===== src/design/weighted_return_ratio_macros.svh =====
// ----------------------------------------------------------------------------
// Weighted return ratio assertion macros
// Concurrent check wrappers clocked on clk and disabled while arst_n is low.
// ----------------------------------------------------------------------------
`ifndef WEIGHTED_RETURN_RATIO_MACROS_SVH
`define WEIGHTED_RETURN_RATIO_MACROS_SVH

`ifndef SYNTHESIS

`define WRR_ASSERT_ALWAYS(label, cond) \
	label: assert property (@(posedge clk) disable iff (!arst_n) (cond)) \
		else $error("weighted_return_ratio: check failed");

`define WRR_ASSERT_IMPL(label, ante, cons) \
	label: assert property (@(posedge clk) disable iff (!arst_n) (ante) |-> (cons)) \
		else $error("weighted_return_ratio: check failed");

`define WRR_ASSERT_NEXT(label, ante, cons) \
	label: assert property (@(posedge clk) disable iff (!arst_n) (ante) |=> (cons)) \
		else $error("weighted_return_ratio: check failed");

`else

`define WRR_ASSERT_ALWAYS(label, cond)
`define WRR_ASSERT_IMPL(label, ante, cons)
`define WRR_ASSERT_NEXT(label, ante, cons)

`endif

`endif


===== src/design/wrr_pkg.sv =====
// ----------------------------------------------------------------------------
// Weighted return ratio package
// Sizes, codes and fixed-point formats shared by the ratio block.
// ----------------------------------------------------------------------------
package wrr_pkg;

	localparam int CONSTITUENTS = 16;
	localparam int CIDX_W       = (CONSTITUENTS > 1) ? $clog2(CONSTITUENTS) : 1;

	localparam int IDX_W    = 4;
	localparam int VALUE_W  = 32;
	localparam int WEIGHT_W = 32;
	localparam int SUM_W    = 64;
	localparam int RATIO_W  = 16;

	localparam int RATIO_FRAC = 14;
	localparam int MUL_STEPS  = WEIGHT_W / 2;
	localparam int CNT_W      = $clog2(MUL_STEPS);

	localparam logic KIND_RETURN = 1'b0;
	localparam logic KIND_WEIGHT = 1'b1;

	localparam logic [SUM_W-1:0] SUM_MAX = {1'b0, {(SUM_W-1){1'b1}}};
	localparam logic [SUM_W-1:0] SUM_MIN = {1'b1, {(SUM_W-1){1'b0}}};

	typedef logic [VALUE_W-1:0]  word_t;
	typedef logic [SUM_W-1:0]    sum_t;
	typedef logic [CIDX_W-1:0]   cidx_t;

endpackage


===== src/design/weighted_return_ratio.sv =====
// ----------------------------------------------------------------------------
// Weighted return ratio
// Running weighted return sum over weighted absolute return sum, Q1.14 out.
// ----------------------------------------------------------------------------
// A weight-load word or an out-of-range index is taken without leaving the
// idle state. A return update without a result runs through the accepting
// cycle, a step that fetches the old return, the radix-4 shift-add
// multipliers (two bits of weight per cycle, both sums in parallel) and the
// saturating accumulate. When a ratio is produced, the restoring divider
// adds a check, the 14 quotient bits and a step that loads the output
// register; a zero or clamped ratio skips the quotient bits. The load waits
// while the output register still holds an unaccepted ratio. The output
// register holds a finished ratio while the next word is accepted.
// ----------------------------------------------------------------------------
`include "weighted_return_ratio_macros.svh"

module weighted_return_ratio (
	input  logic                                 clk,
	input  logic                                 arst_n,
	input  logic                                 in_valid,
	output logic                                 in_ready,
	input  logic                                 kind,
	input  logic [wrr_pkg::IDX_W-1:0]            index,
	input  logic signed [wrr_pkg::VALUE_W-1:0]   value,
	input  logic                                 constituent_ready,
	input  logic                                 data_interrupted,
	output logic                                 out_valid,
	input  logic                                 out_ready,
	output logic signed [wrr_pkg::RATIO_W-1:0]   ratio
);

	typedef enum logic [2:0] {
		ST_IDLE,
		ST_PREP,
		ST_MUL,
		ST_SUM,
		ST_CHK,
		ST_DIV,
		ST_OUT
	} state_t;

	state_t                              state_q;
	wrr_pkg::word_t                      weight_q [wrr_pkg::CONSTITUENTS];
	wrr_pkg::word_t                      return_q [wrr_pkg::CONSTITUENTS];
	logic [wrr_pkg::CONSTITUENTS-1:0]    marks_q;
	logic                                all_ready_q;

	wrr_pkg::cidx_t                      idx_q;
	wrr_pkg::word_t                      new_q;
	logic                                intr_q;

	logic [31:0]                         mag_s_q, mag_a_q;
	logic [33:0]                         mag3_s_q, mag3_a_q;
	logic                                neg_s_q, neg_a_q;
	logic [31:0]                         hi_s_q, hi_a_q, lo_s_q, lo_a_q;
	logic [wrr_pkg::CNT_W-1:0]           cnt_q;

	wrr_pkg::sum_t                       ssum_q, asum_q;
	wrr_pkg::sum_t                       rem_q, den_q;
	logic [wrr_pkg::RATIO_FRAC:0]        quo_q;
	logic                                rneg_q;
	logic [wrr_pkg::RATIO_W-1:0]         ratio_q;
	logic                                out_valid_q;

	logic                                accept;
	logic                                in_range;
	wrr_pkg::cidx_t                      in_idx;
	logic [wrr_pkg::CONSTITUENTS-1:0]    set_vec;

	wrr_pkg::word_t                      old_ret, abs_new, abs_old;
	logic [32:0]                         ds, da;
	logic [31:0]                         mag_s, mag_a;
	logic [33:0]                         sum_s, sum_a;
	wrr_pkg::sum_t                       smag;
	logic [wrr_pkg::SUM_W:0]             rem_sh;
	logic                                q_bit;

	function automatic logic [33:0] mul_step(input logic [31:0] hi, input logic [1:0] dig,
		input logic [31:0] mag, input logic [33:0] mag3);
		logic [33:0] addend;
		case (dig)
			2'd0:    addend = '0;
			2'd1:    addend = {2'b00, mag};
			2'd2:    addend = {1'b0, mag, 1'b0};
			default: addend = mag3;
		endcase
		return {2'b00, hi} + addend;
	endfunction

	function automatic wrr_pkg::sum_t sat_add(input wrr_pkg::sum_t sum, input logic neg,
		input wrr_pkg::sum_t mag);
		logic [wrr_pkg::SUM_W+1:0] ext;
		logic [wrr_pkg::SUM_W+1:0] base;
		logic [wrr_pkg::SUM_W+1:0] r;
		ext  = {2'b00, mag};
		base = {{2{sum[wrr_pkg::SUM_W-1]}}, sum};
		r    = neg ? (base - ext) : (base + ext);
		if (r[wrr_pkg::SUM_W+1:wrr_pkg::SUM_W-1] == 3'b000 ||
			r[wrr_pkg::SUM_W+1:wrr_pkg::SUM_W-1] == 3'b111) begin
			return r[wrr_pkg::SUM_W-1:0];
		end else if (r[wrr_pkg::SUM_W+1]) begin
			return wrr_pkg::SUM_MIN;
		end else begin
			return wrr_pkg::SUM_MAX;
		end
	endfunction

	assign in_ready  = (state_q == ST_IDLE);
	assign accept    = in_valid && in_ready;
	assign in_range  = 32'(index) < wrr_pkg::CONSTITUENTS;
	assign in_idx    = wrr_pkg::CIDX_W'(index);
	assign out_valid = out_valid_q;
	assign ratio     = ratio_q;

	always_comb begin
		set_vec = '0;
		set_vec[in_idx] = constituent_ready;
	end

	assign old_ret = return_q[idx_q];
	assign ds      = {new_q[31], new_q} - {old_ret[31], old_ret};
	assign mag_s   = ds[32] ? 32'(-ds) : ds[31:0];
	assign abs_new = new_q[31] ? (32'd0 - new_q) : new_q;
	assign abs_old = old_ret[31] ? (32'd0 - old_ret) : old_ret;
	assign da      = {1'b0, abs_new} - {1'b0, abs_old};
	assign mag_a   = da[32] ? 32'(-da) : da[31:0];

	assign sum_s = mul_step(hi_s_q, lo_s_q[1:0], mag_s_q, mag3_s_q);
	assign sum_a = mul_step(hi_a_q, lo_a_q[1:0], mag_a_q, mag3_a_q);

	assign smag   = ssum_q[wrr_pkg::SUM_W-1] ? (wrr_pkg::SUM_W'(0) - ssum_q) : ssum_q;
	assign rem_sh = {rem_q, 1'b0};
	assign q_bit  = rem_sh >= {1'b0, den_q};

	// weight and return tables
	always_ff @(posedge clk or negedge arst_n) begin
		if (!arst_n) begin
			for (int i = 0; i < wrr_pkg::CONSTITUENTS; i++) begin
				weight_q[i] <= '0;
				return_q[i] <= '0;
			end
		end else begin
			if (accept && in_range && kind == wrr_pkg::KIND_WEIGHT) begin
				weight_q[in_idx] <= value;
			end
			if (state_q == ST_PREP) begin
				return_q[idx_q] <= new_q;
			end
		end
	end

	always_ff @(posedge clk or negedge arst_n) begin
		if (!arst_n) begin
			state_q     <= ST_IDLE;
			marks_q     <= '0;
			all_ready_q <= 1'b0;
			idx_q       <= '0;
			new_q       <= '0;
			intr_q      <= 1'b0;
			mag_s_q     <= '0;
			mag_a_q     <= '0;
			mag3_s_q    <= '0;
			mag3_a_q    <= '0;
			neg_s_q     <= 1'b0;
			neg_a_q     <= 1'b0;
			hi_s_q      <= '0;
			hi_a_q      <= '0;
			lo_s_q      <= '0;
			lo_a_q      <= '0;
			cnt_q       <= '0;
			ssum_q      <= '0;
			asum_q      <= '0;
			rem_q       <= '0;
			den_q       <= '0;
			quo_q       <= '0;
			rneg_q      <= 1'b0;
			ratio_q     <= '0;
			out_valid_q <= 1'b0;
		end else begin
			if (state_q == ST_OUT && (!out_valid_q || out_ready)) begin
				out_valid_q <= 1'b1;
			end else if (out_ready) begin
				out_valid_q <= 1'b0;
			end
			case (state_q)
				ST_IDLE: begin
					if (accept && in_range && kind == wrr_pkg::KIND_RETURN) begin
						idx_q  <= in_idx;
						new_q  <= value;
						intr_q <= data_interrupted;
						if (!all_ready_q) begin
							marks_q     <= marks_q | set_vec;
							all_ready_q <= &(marks_q | set_vec);
						end
						state_q <= ST_PREP;
					end
				end
				ST_PREP: begin
					mag_s_q  <= mag_s;
					mag_a_q  <= mag_a;
					mag3_s_q <= {2'b00, mag_s} + {1'b0, mag_s, 1'b0};
					mag3_a_q <= {2'b00, mag_a} + {1'b0, mag_a, 1'b0};
					neg_s_q  <= ds[32];
					neg_a_q  <= da[32];
					hi_s_q   <= '0;
					hi_a_q   <= '0;
					lo_s_q   <= weight_q[idx_q];
					lo_a_q   <= weight_q[idx_q];
					cnt_q    <= '0;
					state_q  <= ST_MUL;
				end
				ST_MUL: begin
					hi_s_q <= sum_s[33:2];
					hi_a_q <= sum_a[33:2];
					lo_s_q <= {sum_s[1:0], lo_s_q[31:2]};
					lo_a_q <= {sum_a[1:0], lo_a_q[31:2]};
					cnt_q  <= cnt_q + 1'b1;
					if (cnt_q == wrr_pkg::CNT_W'(wrr_pkg::MUL_STEPS - 1)) begin
						state_q <= ST_SUM;
					end
				end
				ST_SUM: begin
					ssum_q <= sat_add(ssum_q, neg_s_q, {hi_s_q, lo_s_q});
					asum_q <= sat_add(asum_q, neg_a_q, {hi_a_q, lo_a_q});
					state_q <= (all_ready_q && !intr_q) ? ST_CHK : ST_IDLE;
				end
				ST_CHK: begin
					rneg_q <= ssum_q[wrr_pkg::SUM_W-1];
					rem_q  <= smag;
					den_q  <= asum_q;
					cnt_q  <= '0;
					if (asum_q[wrr_pkg::SUM_W-1] || asum_q == '0) begin
						quo_q   <= '0;
						state_q <= ST_OUT;
					end else if (smag >= asum_q) begin
						quo_q   <= {1'b1, {wrr_pkg::RATIO_FRAC{1'b0}}};
						state_q <= ST_OUT;
					end else begin
						quo_q   <= '0;
						state_q <= ST_DIV;
					end
				end
				ST_DIV: begin
					rem_q <= q_bit ? wrr_pkg::SUM_W'(rem_sh - {1'b0, den_q})
						: rem_sh[wrr_pkg::SUM_W-1:0];
					quo_q <= {quo_q[wrr_pkg::RATIO_FRAC-1:0], q_bit};
					cnt_q <= cnt_q + 1'b1;
					if (cnt_q == wrr_pkg::CNT_W'(wrr_pkg::RATIO_FRAC - 1)) begin
						state_q <= ST_OUT;
					end
				end
				ST_OUT: begin
					// hold until the output register is free
					if (!out_valid_q || out_ready) begin
						ratio_q <= rneg_q
							? (wrr_pkg::RATIO_W'(0) - wrr_pkg::RATIO_W'(quo_q))
							: wrr_pkg::RATIO_W'(quo_q);
						state_q <= ST_IDLE;
					end
				end
				default: begin
					state_q <= ST_IDLE;
				end
			endcase
		end
	end

	`WRR_ASSERT_ALWAYS(a_ready_sticky, !$fell(all_ready_q))
	`WRR_ASSERT_NEXT(a_update_busy, accept && in_range && kind == wrr_pkg::KIND_RETURN, !in_ready)
	`WRR_ASSERT_IMPL(a_rem_below_den, state_q == ST_DIV, rem_q < den_q)
	`WRR_ASSERT_IMPL(a_ratio_range, out_valid, ratio >= -16'sd16384 && ratio <= 16'sd16384)

endmodule

===== config.mk =====
export PLATFORM = sky130hd
export DESIGN_NAME = weighted_return_ratio
export DESIGN_NICKNAME = d
export VERILOG_FILES = /design/src/design/wrr_pkg.sv /design/src/design/weighted_return_ratio.sv
export VERILOG_INCLUDE_DIRS = /design/src /design/src/design
export SDC_FILE = /design/constraint.sdc
export NUM_CORES = 2
export LEC_CHECK = 0
export BUFFER_PORTS_ARGS = -buffer_cell sky130_fd_sc_hd__buf_4
export CAP_MARGIN = 25
export CORE_ASPECT_RATIO = 0.6
export CORE_MARGIN = 4
export CORE_UTILIZATION = 47
export CTS_CLUSTER_DIAMETER = 200
export DETAILED_ROUTE_END_ITERATION = 12
export GPL_TIMING_DRIVEN = 0
export PLACE_DENSITY_LB_ADDON = 0.3
export SLEW_MARGIN = 0
export SYNTH_ARGS = -nofsm -noshare
export SYNTH_HDL_FRONTEND = slang
export SYNTH_SLANG_ARGS = --single-unit

===== constraint.sdc =====
create_clock -name clk -period 23.3 [get_ports clk]
set_input_delay 2.33 -clock clk [delete_from_list [all_inputs] [get_ports clk]]
set_output_delay 2.33 -clock clk [all_outputs]
set_load 0.02 [all_outputs]

==> metrics <==
status=completed; slowest CP cell=a211oi_1; CP required=23.99 ns; commonest non-fill, non-tap cell in the layout=dfrtp_1; pin count of the biggest net entering global routing=184; post-CTS setup buffers=0; crit path time final=15.21 ns; H-tree levels=4; Placer Congestion=1.00; Seq/Total Area, Yosys=41.4%; DR vias=79400; critical path's top delay family=compound AO/OA/AOI/OAI gates; Slew @ Worst Pin=1.20 ns; Final period util=65.3%; number of max-slew violations in the final report=0; Worst Skew=0.0889 ns; die area=218000 um2; crit-path most repeated cell=clkbuf_1; unrepaired setup endpoints after global routing=no; top_reg_cell synth=dfrtp_1; CP peak stage delay=0.87 ns; setup violators final=0; clk sink count=roughly 1600; Synth top area share=41.4%; initial antenna violation count=22; Critical Path Fanout Max=10; Hold Path Class=flop to flop; vias in the first global route=74800; Synth area leaders=dfrtp_1, mux2_2, mux4_2, ha_1, xnor2_1; Max transition margin=19.7%; WL per Instance=26.8 um; DRC=0; Die Ht=363 um; CP Buf/Inv Count=11; total global routing track utilization=29.8%; CTS Hold Bufs=0; Root Driver=clkbuf_16; CTS tree=yes; WHS=0.460 ns; Crit. End Element=flop; Mapped Nets=slightly below 10000; Core ar.=approximately 210000 um2; Yosys top cell by area=dfrtp_1; EDFF count, synth=0; Yosys cell types=90; ys async rst share=100%; maxcap violations=0; # rows=129; FF/Latch Area=40900 um2; global route total overflow=0; IO Pins=61; Critical Path AT=between 15 and 20 ns; Netlist Area Pre-Place=98700 um2; Final Hold Fails=0; worst skew pair latency=0.87 ns; share of layout cells above drive strength 1=19.0%; area occupied by multi-input gates=54600 um2; first-pass GRT wire length=~490000 um; Routed WL=333000 um; Post-CTS Resized=0; fill count=18200; hpwl dp=258000 um; die width=600 um; highest-count cells in the layout ignoring fill and taps=dfrtp_1, mux2_2, nand2_1, o21ai_0, a21oi_1; iteration-0 DRC count of the detailed router=10200; via/cell ratio=6.39; setup slack, reg-to-reg=~8.1 ns; Reg clk slew, reported paths=0.07 ns; CP Launch Type=flop; cells after synthesis=about 9000; total CTS buffers=around 170; nets=just over 10000; Starting Density=47.6%; YS warnings=0; P&R area growth vs syn=10.5%; FF+latch count, synth=1633; FMAX=65.8 MHz; drt first pass iters=7; I/O Buffers=57; Max Root-Sink Buffers=4; post-route ant nets=0; synthesized area per cell=10.7 um2; Crit Path Category=flop to flop; setup TNS=0 ns
## final cells by class
| class | instances | share of cell area [%] |
|---|---|---|
| inverters | 325 | 1.12 |
| multi-input cells | 6767 | 50.0 |
| repair buffers | 121 | 1.27 |
| clock buffers | 224 | 4.39 |
| clock inverters | 52 | 0.593 |
| diodes | 14 | 0.0321 |
| flip-flops and latches | 1633 | 37.5 |
| plain buffers | 537 | 1.93 |
| well taps | 2751 | 3.16 |
## through the flow
step / setup WS, ns / std cells / cell area [um2] / util, %
after global routing: 7.48 / 12400 / 109000 / 52.5
after CTS: 8.83 / 12400 / 109000 / 52.3
after floorplan: 13.11 / 9262 / 98700 / -
final: 8.09 / 12400 / 109000 / 52.5
after detailed placement: 8.87 / 12100 / 103000 / 49.7
after global placement: -0.412 / 12100 / 103000 / 49.4
## registers in the layout (all words and copies together), names as in the netlist, 4 cells and up
| register | cells |
|---|---|
| new_q | 32 |
| hi_s_q | 32 |
| idx_q | 4 |
| asum_q | 64 |
| quo_q | 15 |
| mag3_s_q | 33 |
| mag3_a_q | 33 |
| mag_a_q | 31 |
| den_q | 64 |
| hi_a_q | 32 |
| lo_s_q | 32 |
| ratio | 16 |
| cnt_q | 4 |
| lo_a_q | 32 |
| return_q | 512 |
| mag_s_q | 32 |
| ssum_q | 64 |
| marks_q | 16 |
| rem_q | 64 |
| weight_q | 512 |
## synthesized netlist by cell type, types with 80 or more instances
master and n:
xnor2_1 473, dfrtp_1 1633, nand2_1 921, mux2_2 1044, ha_1 468, a21oi_1 479
a21o_1 216, nor3_1 146, nand3_1 127, nor2_1 359, a22oi_1 133, clkbuf_1 412
mux4_2 318, nand2b_1 91, inv_1 324, o21ai_0 634, buf_1 80, a221o_1 125
xor2_1 173
## final timing paths
path                                      to   startpoint  cells after the start
worst min register to register   marks_q[14]  marks_q[14]                      1
max in group asynchronous       return_q[25]       arst_n                      5
worst min-delay path             marks_q[14]  marks_q[14]                      1
worst max register to register  mag3_a_q[30]     idx_q[1]                     41
worst max-delay path            mag3_a_q[30]     idx_q[1]                     41
min in group asynchronous           quo_q[0]       arst_n                      1
## cells by family (layout without fill, tap and decap cells)
group / count (synthesis) / after routing / synth area share, %
adder cells (fa/ha/maj): 477 / 477 / 6.11
AND/OR/NAND/NOR: 2095 / 2095 / 9.90
other: 0 / 14 / 0
flip-flops: 1633 / 1633 / 41.4
AO/OA/AOI/OAI: 2171 / 2171 / 14.2
XOR/XNOR: 647 / 647 / 5.75
buffers and inverters: 862 / 1259 / 3.36
multiplexers: 1377 / 1377 / 19.3
## metal layers
metal | GRT usage, % | vias up | part of all wire, %
li1 | - | 34500 | -
met1 | 48.0 | 40600 | 47
met2 | 36.8 | 3945 | 37
met3 | 11.7 | 379 | 14
met4 | 5.72 | 10 | 1.8
met5 | 0.963 | - | 0.10
Power is left out: the tool's default activity adds up to more than one toggle a clock period on the data nets, which glitch-free logic cannot reach.
